$ cat src/hdl/bzs_pkg.sv
// shared types and constants for the bezier subdivision block
package bzs_pkg;

  localparam int CoordBits = 24;
  localparam int TBits     = 16;
  localparam int IdxBits   = 3;
  localparam int MaxPoints = 7;
  localparam int CntBits   = $clog2(MaxPoints + 1);

  localparam logic CmdQuad  = 1'b0;
  localparam logic CmdCubic = 1'b1;

  localparam logic [CntBits-1:0] NumPtsQuad  = CntBits'(5);
  localparam logic [CntBits-1:0] NumPtsCubic = CntBits'(7);

  typedef logic signed [CoordBits-1:0] coord_t;
  typedef logic [TBits-1:0]            tpar_t;

  typedef struct packed {
    coord_t x;
    coord_t y;
  } point_t;

  typedef struct packed {
    logic   command;
    coord_t p0x;
    coord_t p0y;
    coord_t p1x;
    coord_t p1y;
    coord_t p2x;
    coord_t p2y;
    coord_t p3x;
    coord_t p3y;
    tpar_t  split_at;
  } in_word_t;

  typedef struct packed {
    coord_t             out_x;
    coord_t             out_y;
    logic [IdxBits-1:0] point_index;
    logic               last;
  } out_word_t;

endpackage

$ cat src/hdl/bzs_lerp_cell.sv
// two stage interpolation cell: a + round((b - a) * t / 2^TBits)
module bzs_lerp_cell
  import bzs_pkg::*;
(
  input  logic   clk_i,
  input  logic   en_i,
  input  coord_t a_i,
  input  coord_t b_i,
  input  tpar_t  t_i,
  output coord_t r_o
);

  localparam int PW = CoordBits + TBits + 2;
  localparam logic signed [PW-1:0] Half = PW'(1) <<< (TBits - 1);

  logic signed [CoordBits:0] diff;
  logic signed [TBits:0]     tsg;
  logic signed [PW-1:0]      prod_d, prod_q;
  logic signed [PW-1:0]      sum;
  coord_t                    a_q, r_d, r_q;

  assign diff   = (CoordBits + 1)'(b_i) - (CoordBits + 1)'(a_i);
  assign tsg    = signed'({1'b0, t_i});
  assign prod_d = PW'(diff) * PW'(tsg) + Half;
  assign sum    = PW'(a_q) + (prod_q >>> TBits);
  assign r_d    = sum[CoordBits-1:0];

  always_ff @(posedge clk_i) begin
    if (en_i) begin
      a_q    <= a_i;
      prod_q <= prod_d;
      r_q    <= r_d;
    end
  end

  assign r_o = r_q;

endmodule

$ cat config.mk
export PLATFORM = sky130hd
export DESIGN_NAME = bzs_lerp_cell
export DESIGN_NICKNAME = d
export VERILOG_FILES = /design/src/hdl/bzs_pkg.sv /design/src/hdl/bzs_lerp_cell.sv
export SDC_FILE = /design/constraint.sdc
export NUM_CORES = 1
export LEC_CHECK = 0
export ABC_AREA = 1
export BUFFER_PORTS_ARGS = -buffer_cell sky130_fd_sc_hd__buf_2
export CAP_MARGIN = 20
export CORE_MARGIN = 3
export CORE_UTILIZATION = 55
export CTS_BUF_LIST = sky130_fd_sc_hd__clkbuf_16
export DETAILED_ROUTE_END_ITERATION = 12
export PLACE_DENSITY = 0.72
export SLEW_MARGIN = 10
export SYNTH_ARGS = -nofsm -noshare
export SYNTH_HDL_FRONTEND = slang
export SYNTH_SLANG_ARGS = --single-unit
$ cat constraint.sdc
create_clock -name clk_i -period 11.1 [get_ports clk_i]
set_clock_uncertainty 0.05 [all_clocks]
set_input_delay 2.22 -clock clk_i [delete_from_list [all_inputs] [get_ports clk_i]]
set_output_delay 2.22 -clock clk_i [all_outputs]
set_load 0.02 [all_outputs]
==> metrics.txt <==
worst slew margin relative to its limit 0.286; placer congestion estimate 1.04; Sink Count 72; final setup TNS 0 ps; Fill cells 3,220; worst hold path type flop to flop; Post-CTS Hold Buffers 0; WP data arrival 9930 ps; vias in the first global route 17,400; Cell variety after synth 53; worst slew pin tran 1070 ps; io pins 90; iteration-0 DRC count of the detailed router 1,297; clk_lat worst skew 330 ps; Layout Nets 3,098; router iterations before antenna repair 5; fin crit share 0.885; TritonCTS clock tree built; first-pass GRT wire length 93.9 mm; commonest non-fill, non-tap cell in the layout inv_1; most frequent cells in the layout inv_1, fa_1, nand2_1; Die Wd 196 µm; critical path class input pin to flop; PortBufs 89; Final Max Tran Viols 0; Final min period 9820 ps; status complete, no violations; Crit-path slowest cell fa_1; vias 16,400; CP max FO 9; crit start category input pin; Crit path required time 11,210 ps; register area share after synthesis 0.109; WL/cell 20.1 µm; die area 38,200 µm²; vias per cell 5.57; Max Fclk 102 MHz; Global Route Usage Sum 0.318; Post-CTS Setup Inserts 0; clock tree buffer depth 2; Crit path top cell by count fa_1; # resized after CTS 0; Core Rows 68; synthesized instance count 2,433; hpwl dp 50.7 mm; Num CTS Buffers 9; largest net degree at the start of global routing 73; RSZ-0062 raised after global routing false; clk root buf clkbuf_16; initial antenna violation count 0; Synth Warn # 0; clk slew on worst S/H paths 60 ps; global route overflow 0; Synth Cell Area 19,800 µm²; antenna cells 0; Die Span Y 196 µm; Post-Route WL 59.4 mm; DRC viols 0; syn avg cell area 8.12 µm²; Main synth FF type edfxtp_1; CP Capture Type flop; Synth Net Count 3,040; antenna-violating nets left 0; endpoints failing setup 0; core box area 35,000 µm²; Top delay family on crit path adder cells; H-tree levels 3; max-cap violations 0; EDFF count, synth 72; slowest stage delay, CP 550 ps; Synth Register Bits 72; Buf/Inv on CP 7; initial cell density of the core 0.565; asr flop ratio synth 0; Area Overhead vs Synth 5.57%; endpoints failing hold 0; share of cells above drive strength 1 0.0693
==> per-layer routing <==
metal	part of all wire	up-vias	GRT usage	wire [µm]
met5	0	-	0	0
met4	0.048	0	0.128	2820
met3	0.087	159	0.0578	5190
met2	0.47	830	0.528	27700
met1	0.40	8040	0.416	23700
li1	-	7400	-	-
==> flip-flops by register name, indices dropped and copies added, names as in the netlist <==
name / cells
a_q: 24
prod_q: 24
r_o: 24
==> stage by stage <==
step | instance area (µm²) | worst slack (ps) | cells | hold WS (ps) | utilization
after CTS | 20900 | 1420 | 2950 | 511 | 0.597
after global routing | 20900 | 971 | 2950 | 549 | 0.597
after detailed placement | 20600 | 1100 | 2935 | 497 | 0.589
final | 20900 | 1280 | 2950 | 503 | 0.597
after floorplan | 19800 | 2490 | 2433 | 463 | -
after global placement | 20600 | 1150 | 2935 | 471 | 0.589
==> logic make-up (layout without fill, tap and decap cells) <==
group	after synthesis	after routing	share of synthesized area
AND/OR/NAND/NOR	895	895	0.191
buffers and inverters	695	757	0.135
adder cells (fa/ha/maj)	541	541	0.485
AO/OA/AOI/OAI	169	169	0.0512
flip-flops	72	72	0.109
XOR/XNOR	61	61	0.0274
==> layout make-up <==
class / instances / area, µm² / area share
inverters: 643 / 2410 / 0.116
clock inverters: 6 / 46.3 / 0.00222
flip-flops and latches: 72 / 2160 / 0.104
multi-input cells: 1666 / 14900 / 0.715
well taps: 455 / 569 / 0.0273
repair buffers: 99 / 520 / 0.0249
clock buffers: 9 / 225 / 0.0108
==> cells in the mapped netlist (all sizes together), types with 2 or more instances <==
master  count  share of area
a221oi      2        0.00089
inv       635           0.12
nor3       22         0.0058
clkbuf     36         0.0068
xor2       38          0.017
clkinv      8         0.0015
or2        16         0.0052
nor2      337          0.066
xnor2      23          0.011
fa        376           0.38
o21ai      44          0.012
nand4      19         0.0066
o21bai     12         0.0046
nor4        4         0.0013
a211oi      2        0.00076
a21oi      75          0.021
ha        165           0.10
nand3     139          0.036
a21o       14         0.0053
nand2     354          0.070
buf        16         0.0063
o21a        2        0.00076
edfxtp     72           0.11
a31oi       7         0.0022
nand3b      2        0.00076
a21boi      6         0.0025
==> worst register-to-register path, stage by stage, from the launching register on <==
cell      delay, ps
edfxtp_1        370
ha_1            360
nand3_1         100
nand2_1         200
a21boi_1        160
o21ai_0         560
a21oi_1         200
o21ai_1         200
xor2_1           80
==> final timing paths <==
| path | from | endpoint | slack (ps) | cells after the start |
|---|---|---|---|---|
| worst max-delay path | a_i[0] | prod_q[38]$_DFFE_PP_ | 1280 | 31 |
| worst min-delay path | a_q[0]$_DFFE_PP_ | r_o[0]$_DFFE_PP_ | 500 | 1 |
| worst max register to register | prod_q[18]$_DFFE_PP_ | r_o[17]$_DFFE_PP_ | 8580 | 8 |
| worst min register to register | a_q[0]$_DFFE_PP_ | r_o[0]$_DFFE_PP_ | 500 | 1 |
Power is not shown: default switching activity piles up to over one toggle a cycle in this logic, so the estimate is an artifact.
