$ cat src/hdl/bzs_pkg.sv
// shared types and constants for the bezier subdivision block
package bzs_pkg;

  localparam int CoordBits = 24;
  localparam int TBits     = 16;
  localparam int IdxBits   = 3;
  localparam int MaxPoints = 7;
  localparam int CntBits   = $clog2(MaxPoints + 1);

  localparam logic CmdQuad  = 1'b0;
  localparam logic CmdCubic = 1'b1;

  localparam logic [CntBits-1:0] NumPtsQuad  = CntBits'(5);
  localparam logic [CntBits-1:0] NumPtsCubic = CntBits'(7);

  typedef logic signed [CoordBits-1:0] coord_t;
  typedef logic [TBits-1:0]            tpar_t;

  typedef struct packed {
    coord_t x;
    coord_t y;
  } point_t;

  typedef struct packed {
    logic   command;
    coord_t p0x;
    coord_t p0y;
    coord_t p1x;
    coord_t p1y;
    coord_t p2x;
    coord_t p2y;
    coord_t p3x;
    coord_t p3y;
    tpar_t  split_at;
  } in_word_t;

  typedef struct packed {
    coord_t             out_x;
    coord_t             out_y;
    logic [IdxBits-1:0] point_index;
    logic               last;
  } out_word_t;

endpackage

$ cat src/hdl/bzs_serializer.sv
// shift chain that emits the split points one word at a time
module bzs_serializer
  import bzs_pkg::*;
(
  input  logic               clk_i,
  input  logic               rst_ni,
  input  logic               load_i,
  input  point_t             pts_i [MaxPoints],
  input  logic [CntBits-1:0] cnt_i,
  output logic               load_ok_o,
  output logic               valid_o,
  input  logic               ready_i,
  output out_word_t          word_o
);

  point_t             pts_q [MaxPoints];
  logic [CntBits-1:0] cnt_d, cnt_q;
  logic [IdxBits-1:0] idx_d, idx_q;
  logic               take;

  assign valid_o   = (cnt_q != '0);
  assign take      = valid_o && ready_i;
  assign load_ok_o = (cnt_q == '0) || ((cnt_q == CntBits'(1)) && ready_i);

  always_comb begin
    cnt_d = cnt_q;
    idx_d = idx_q;
    if (load_i) begin
      cnt_d = cnt_i;
      idx_d = '0;
    end else if (take) begin
      cnt_d = cnt_q - CntBits'(1);
      idx_d = idx_q + IdxBits'(1);
    end
  end

  always_ff @(posedge clk_i or negedge rst_ni) begin
    if (!rst_ni) begin
      cnt_q <= '0;
      idx_q <= '0;
    end else begin
      cnt_q <= cnt_d;
      idx_q <= idx_d;
    end
  end

  // each slot takes its neighbor on a shift
  for (genvar i = 0; i < MaxPoints; i++) begin : g_slot
    always_ff @(posedge clk_i) begin
      if (load_i) begin
        pts_q[i] <= pts_i[i];
      end else if (take) begin
        if (i < MaxPoints - 1) begin
          pts_q[i] <= pts_q[(i + 1) % MaxPoints];
        end
      end
    end
  end

  assign word_o.out_x       = pts_q[0].x;
  assign word_o.out_y       = pts_q[0].y;
  assign word_o.point_index = idx_q;
  assign word_o.last        = (cnt_q == CntBits'(1));

endmodule

$ cat config.mk
export PLATFORM = sky130hd
export DESIGN_NAME = bzs_serializer
export DESIGN_NICKNAME = d
export VERILOG_FILES = /design/src/hdl/bzs_pkg.sv /design/src/hdl/bzs_serializer.sv
export SDC_FILE = /design/constraint.sdc
export NUM_CORES = 1
export LEC_CHECK = 0
export BUFFER_PORTS_ARGS = -buffer_cell sky130_fd_sc_hd__clkbuf_2
export CORE_MARGIN = 2
export CORE_UTILIZATION = 35
export CTS_BUF_LIST = sky130_fd_sc_hd__clkbuf_4 sky130_fd_sc_hd__clkbuf_8
export DETAILED_ROUTE_END_ITERATION = 12
export SYNTH_ARGS = -nofsm -noshare
export SYNTH_HDL_FRONTEND = slang
export SYNTH_SLANG_ARGS = --single-unit
$ cat constraint.sdc
create_clock -name clk_i -period 19.4 [get_ports clk_i]
set_clock_uncertainty 0.05 [all_clocks]
set_input_delay 3.88 -clock clk_i [delete_from_list [all_inputs] [get_ports clk_i]]
set_output_delay 3.88 -clock clk_i [all_outputs]
set_load 0.1 [all_outputs]
==> impl_metrics.py <==
metrics = {
    "route": {
        "first_pass_iters": 4,
        "route.vias.total": 7498,
        "vias_per_cell": 4.342,
        "antenna_violating_nets_post_route": 0,
        "post-route-drc-count": 0,
        "routed_wl_um": 31820,
        "drtIter0Drc": 371,
        "dr_wl_cell_um": 18.43,
    },
    "clocking": {
        "clockBufferDepth": 3,
        "tritoncts": "done",
        "post_cts_hold_buffer_count": 0,
        "cts_buffers": 58,
        "htree_num_levels": 2,
        "cts_root_buffer": "sky130_fd_sc_hd__clkbuf_8",
        "cts.clk_slew.worst_paths_ps": 60,
        "clk_sinks": 342,
        "cts_post_setup_buffers_inserted": 0,
        "clkLatencyLatePin_ps": 620,
        "ctsResizeCount": 0,
    },
    "critical_path": {
        "ff2ff_path_depth": 7,
        "maximum_net_fanout_on_the_critical_path": 9,
        "setup.worst_path.class": "in -> out",
        "crit_arrival_ps": 4660,
        "cp_data_required_time_ps": 15470,
        "crit_path_end_kind": "primary output",
        "critPathLaunchType": "primary input",
    },
    "placed_design": {
        "dp_cells": 1610,
        "place.port_buffers": 396,
        "gp_routability_congestion": 0.7773,
        "detailed_place.area_mm2": 0.01728,
        "place_hpwl_um": 22530,
    },
    "yosys": {
        "synth.mux.area_fraction": 0.2747,
        "synth-seq-area-share": 0.6877,
        "complex_gate_fraction_of_the_synthesized_area": 0.004369,
        "postSynthNetCount": 1048,
        "yosys.area_share.simple": 0.005294,
        "synth.ff_latch_count": 342,
        "netlist_instances": 701,
        "syn_area_mm2": 0.01489,
        "ys_types": 26,
        "synth-adder-area-share": 0.003361,
        "synth_top_family_by_area": "multiplexers",
        "xor_and_xnor_area_share_after_synthesis": 0,
        "yosys_warnings": 0,
        "synthesis.area_per_instance_um2": 21.24,
    },
    "pwr": {
        "ir_worst_vdd_v": 0.00005626,
        "share_comb_of_total_power": 0.151,
        "leakagePower_uw": 0.008184,
        "pwr_density_cell_mw_per_mm2": 102.1,
        "clock_power_share": 0.356,
        "swShare": 0.2542,
        "sw_pwr_uw": 480.4,
        "seqPwrFrac": 0.494,
        "power.internal_uw": 1409,
    },
    "die": {
        "core_area_mm2": 0.04195,
        "start_util": 0.3550,
        "fp-row-count": 75,
        "die_w_um": 210.3,
        "fp.dieArea_mm2": 0.04421,
        "io_pins": 397,
        "die_y_um": 210.3,
    },
    "global_route": {
        "met3_usage_in_global_routing": 0.04604,
        "grt.met2_usage": 0.2272,
        "global_route_total_overflow": 0,
        "grt_start_max_net_pins": 128,
        "number_of_global_route_vias_before_repair": 8058,
        "wire_length_of_the_first_global_routing_pass_um": 46730,
        "grt.busiest_layer": "met2",
        "gr-usage-met1": 0.1740,
        "grt_antenna_before_repair": 7,
        "groute.usage.overall": 0.1412,
    },
    "timing": {
        "worst_pin_slew_ps": 1076,
        "final_min_period_over_clock_period": 0.4428,
        "hold_vio_cnt_final": 0,
        "final-setup-viol-count": 0,
        "fmaxAchievable_ghz": 0.1164,
        "max-slew-margin-rel": 0.2827,
        "hold_ws_ps": 482.4,
        "grt_setup_unrepaired": "no",
        "final_period_minus_worst_setup_slack_ps": 8591,
        "timing.final.max_slew_violations": 0,
        "timing.setup.tns_ps": 0,
    },
    "hold_path": {
        "holdPathStages": 1,
        "holdCritPathClass": "reg -> reg",
    },
    "finish": {
        "fin_nets": 1478,
        "fin_util": 0.4413,
        "final_cell_area_mm2": 0.01851,
        "share_of_post_route_cells_with_drive_strength_above_1": 0.6689,
        "stdcell_count": 1727,
        "area_grow_syn2layout_pct": 24.30,
    },
    "flow_run": {
        "max_cap_violations": 0,
    },
    "status": {
        "outcome": "finished, final reports clean",
    },
}
==> path summary, 6_finish.rpt <==
kind | from | end | slack [ps]
worst max register to register | cnt_q[0]$_DFFE_PN0P_ | pts_q[0][12]$_DFFE_PP_ | 15090
worst min register to register | pts_q[3][35]$_DFFE_PP_ | pts_q[2][35]$_DFFE_PP_ | 480
min in group asynchronous | rst_ni | cnt_q[1]$_DFFE_PN0P_ | 3040
worst max-delay path | ready_i | load_ok_o | 10810
worst min-delay path | pts_q[3][35]$_DFFE_PP_ | pts_q[2][35]$_DFFE_PP_ | 480
max in group asynchronous | rst_ni | idx_q[1]$_DFFE_PN0P_ | 16100
==> cells in the mapped netlist (all sizes together) <==
cell | n | share of area
mux2 | 289 | 0.27
a21o | 1 | 0.00050
nand2b | 1 | 0.00042
or3 | 2 | 0.00084
a21oi | 4 | 0.0013
dfrtp | 6 | 0.010
nor2b | 3 | 0.0013
o21ai | 4 | 0.0013
inv | 3 | 0.00076
nor3 | 1 | 0.00034
buf | 33 | 0.023
clkbuf | 1 | 0.00025
mux2i | 1 | 0.00067
a31o | 1 | 0.00059
nand3 | 2 | 0.00067
nand2 | 5 | 0.0013
ha | 4 | 0.0034
o31a | 1 | 0.00059
edfxtp | 336 | 0.68
nor2 | 2 | 0.00050
clkinv | 1 | 0.00025
==> placed cells by master (no fill, tap or decap), types with 2 or more instances in the layout <==
cell,Yosys,final
sky130_fd_sc_hd__a21oi_1,4,4
sky130_fd_sc_hd__buf_4,1,7
sky130_fd_sc_hd__bufinv_16,0,4
sky130_fd_sc_hd__clkbuf_2,0,396
sky130_fd_sc_hd__clkbuf_4,0,19
sky130_fd_sc_hd__clkbuf_8,0,61
sky130_fd_sc_hd__clkinv_1,1,18
sky130_fd_sc_hd__clkinv_2,0,9
sky130_fd_sc_hd__dfrtp_1,6,6
sky130_fd_sc_hd__diode_2,0,7
sky130_fd_sc_hd__edfxtp_1,336,336
sky130_fd_sc_hd__ha_1,4,4
sky130_fd_sc_hd__inv_1,2,2
sky130_fd_sc_hd__mux2_2,69,69
sky130_fd_sc_hd__mux2_4,220,220
sky130_fd_sc_hd__nand2_1,5,5
sky130_fd_sc_hd__nand3_1,2,2
sky130_fd_sc_hd__nor2_1,2,2
sky130_fd_sc_hd__nor2b_1,3,3
sky130_fd_sc_hd__o21ai_0,4,4
==> sequential cells by signal (all words and copies together) (netlist names) <==
name	cells
pts_q	336
cnt_q	3
idx_q	3
==> layout make-up <==
type / instances / area [um2]
clock buffers: 80 / 982.2
multi-input cells: 321 / 4297
diodes: 7 / 17.52
clock inverters: 30 / 229.0
inverters: 4 / 15.01
repair buffers: 404 / 2054
flip-flops and latches: 342 / 10240
well taps: 539 / 674.4
fillers: 3731 / 23440
==> critical path, cell delays in order <==
cell and delay [ps]:
sky130_fd_sc_hd__clkbuf_2 190, sky130_fd_sc_hd__nand2_1 70, sky130_fd_sc_hd__nand2_1 60, sky130_fd_sc_hd__clkbuf_2 460
==> kinds of logic after synthesis <==
group | after synthesis
DFF | 342
muxes | 290
buffers and inverters | 38
and+or+nand+nor | 16
AOI/OAI and AO/OA | 11
adders and majority gates | 4
==> layer usage <==
layer	vias to the layer above	routed length, um
met3	65	2210
li1	3637	-
met4	0	954
met5	-	0
met2	246	15510
met1	3550	13150
==> power by group through the flow <==
stage	clock, uW	combinational (uW)	sequential, uW
6_report	672	284	933
4_1_cts	698	289	935
2_1_floorplan	0	139	1030
3_5_place_dp	0	287	950
5_1_grt	729	302	941
3_3_place_gp	0	284	947
==> stage by stage <==
step           power [uW]  setup slack [ps]
4_1_cts              1922             10800
5_1_grt              1972             10750
2_1_floorplan        1172              8774
3_5_place_dp         1237             10810
6_report             1890             10810
3_3_place_gp         1231             10800
(Power assumes the default switching activity.)
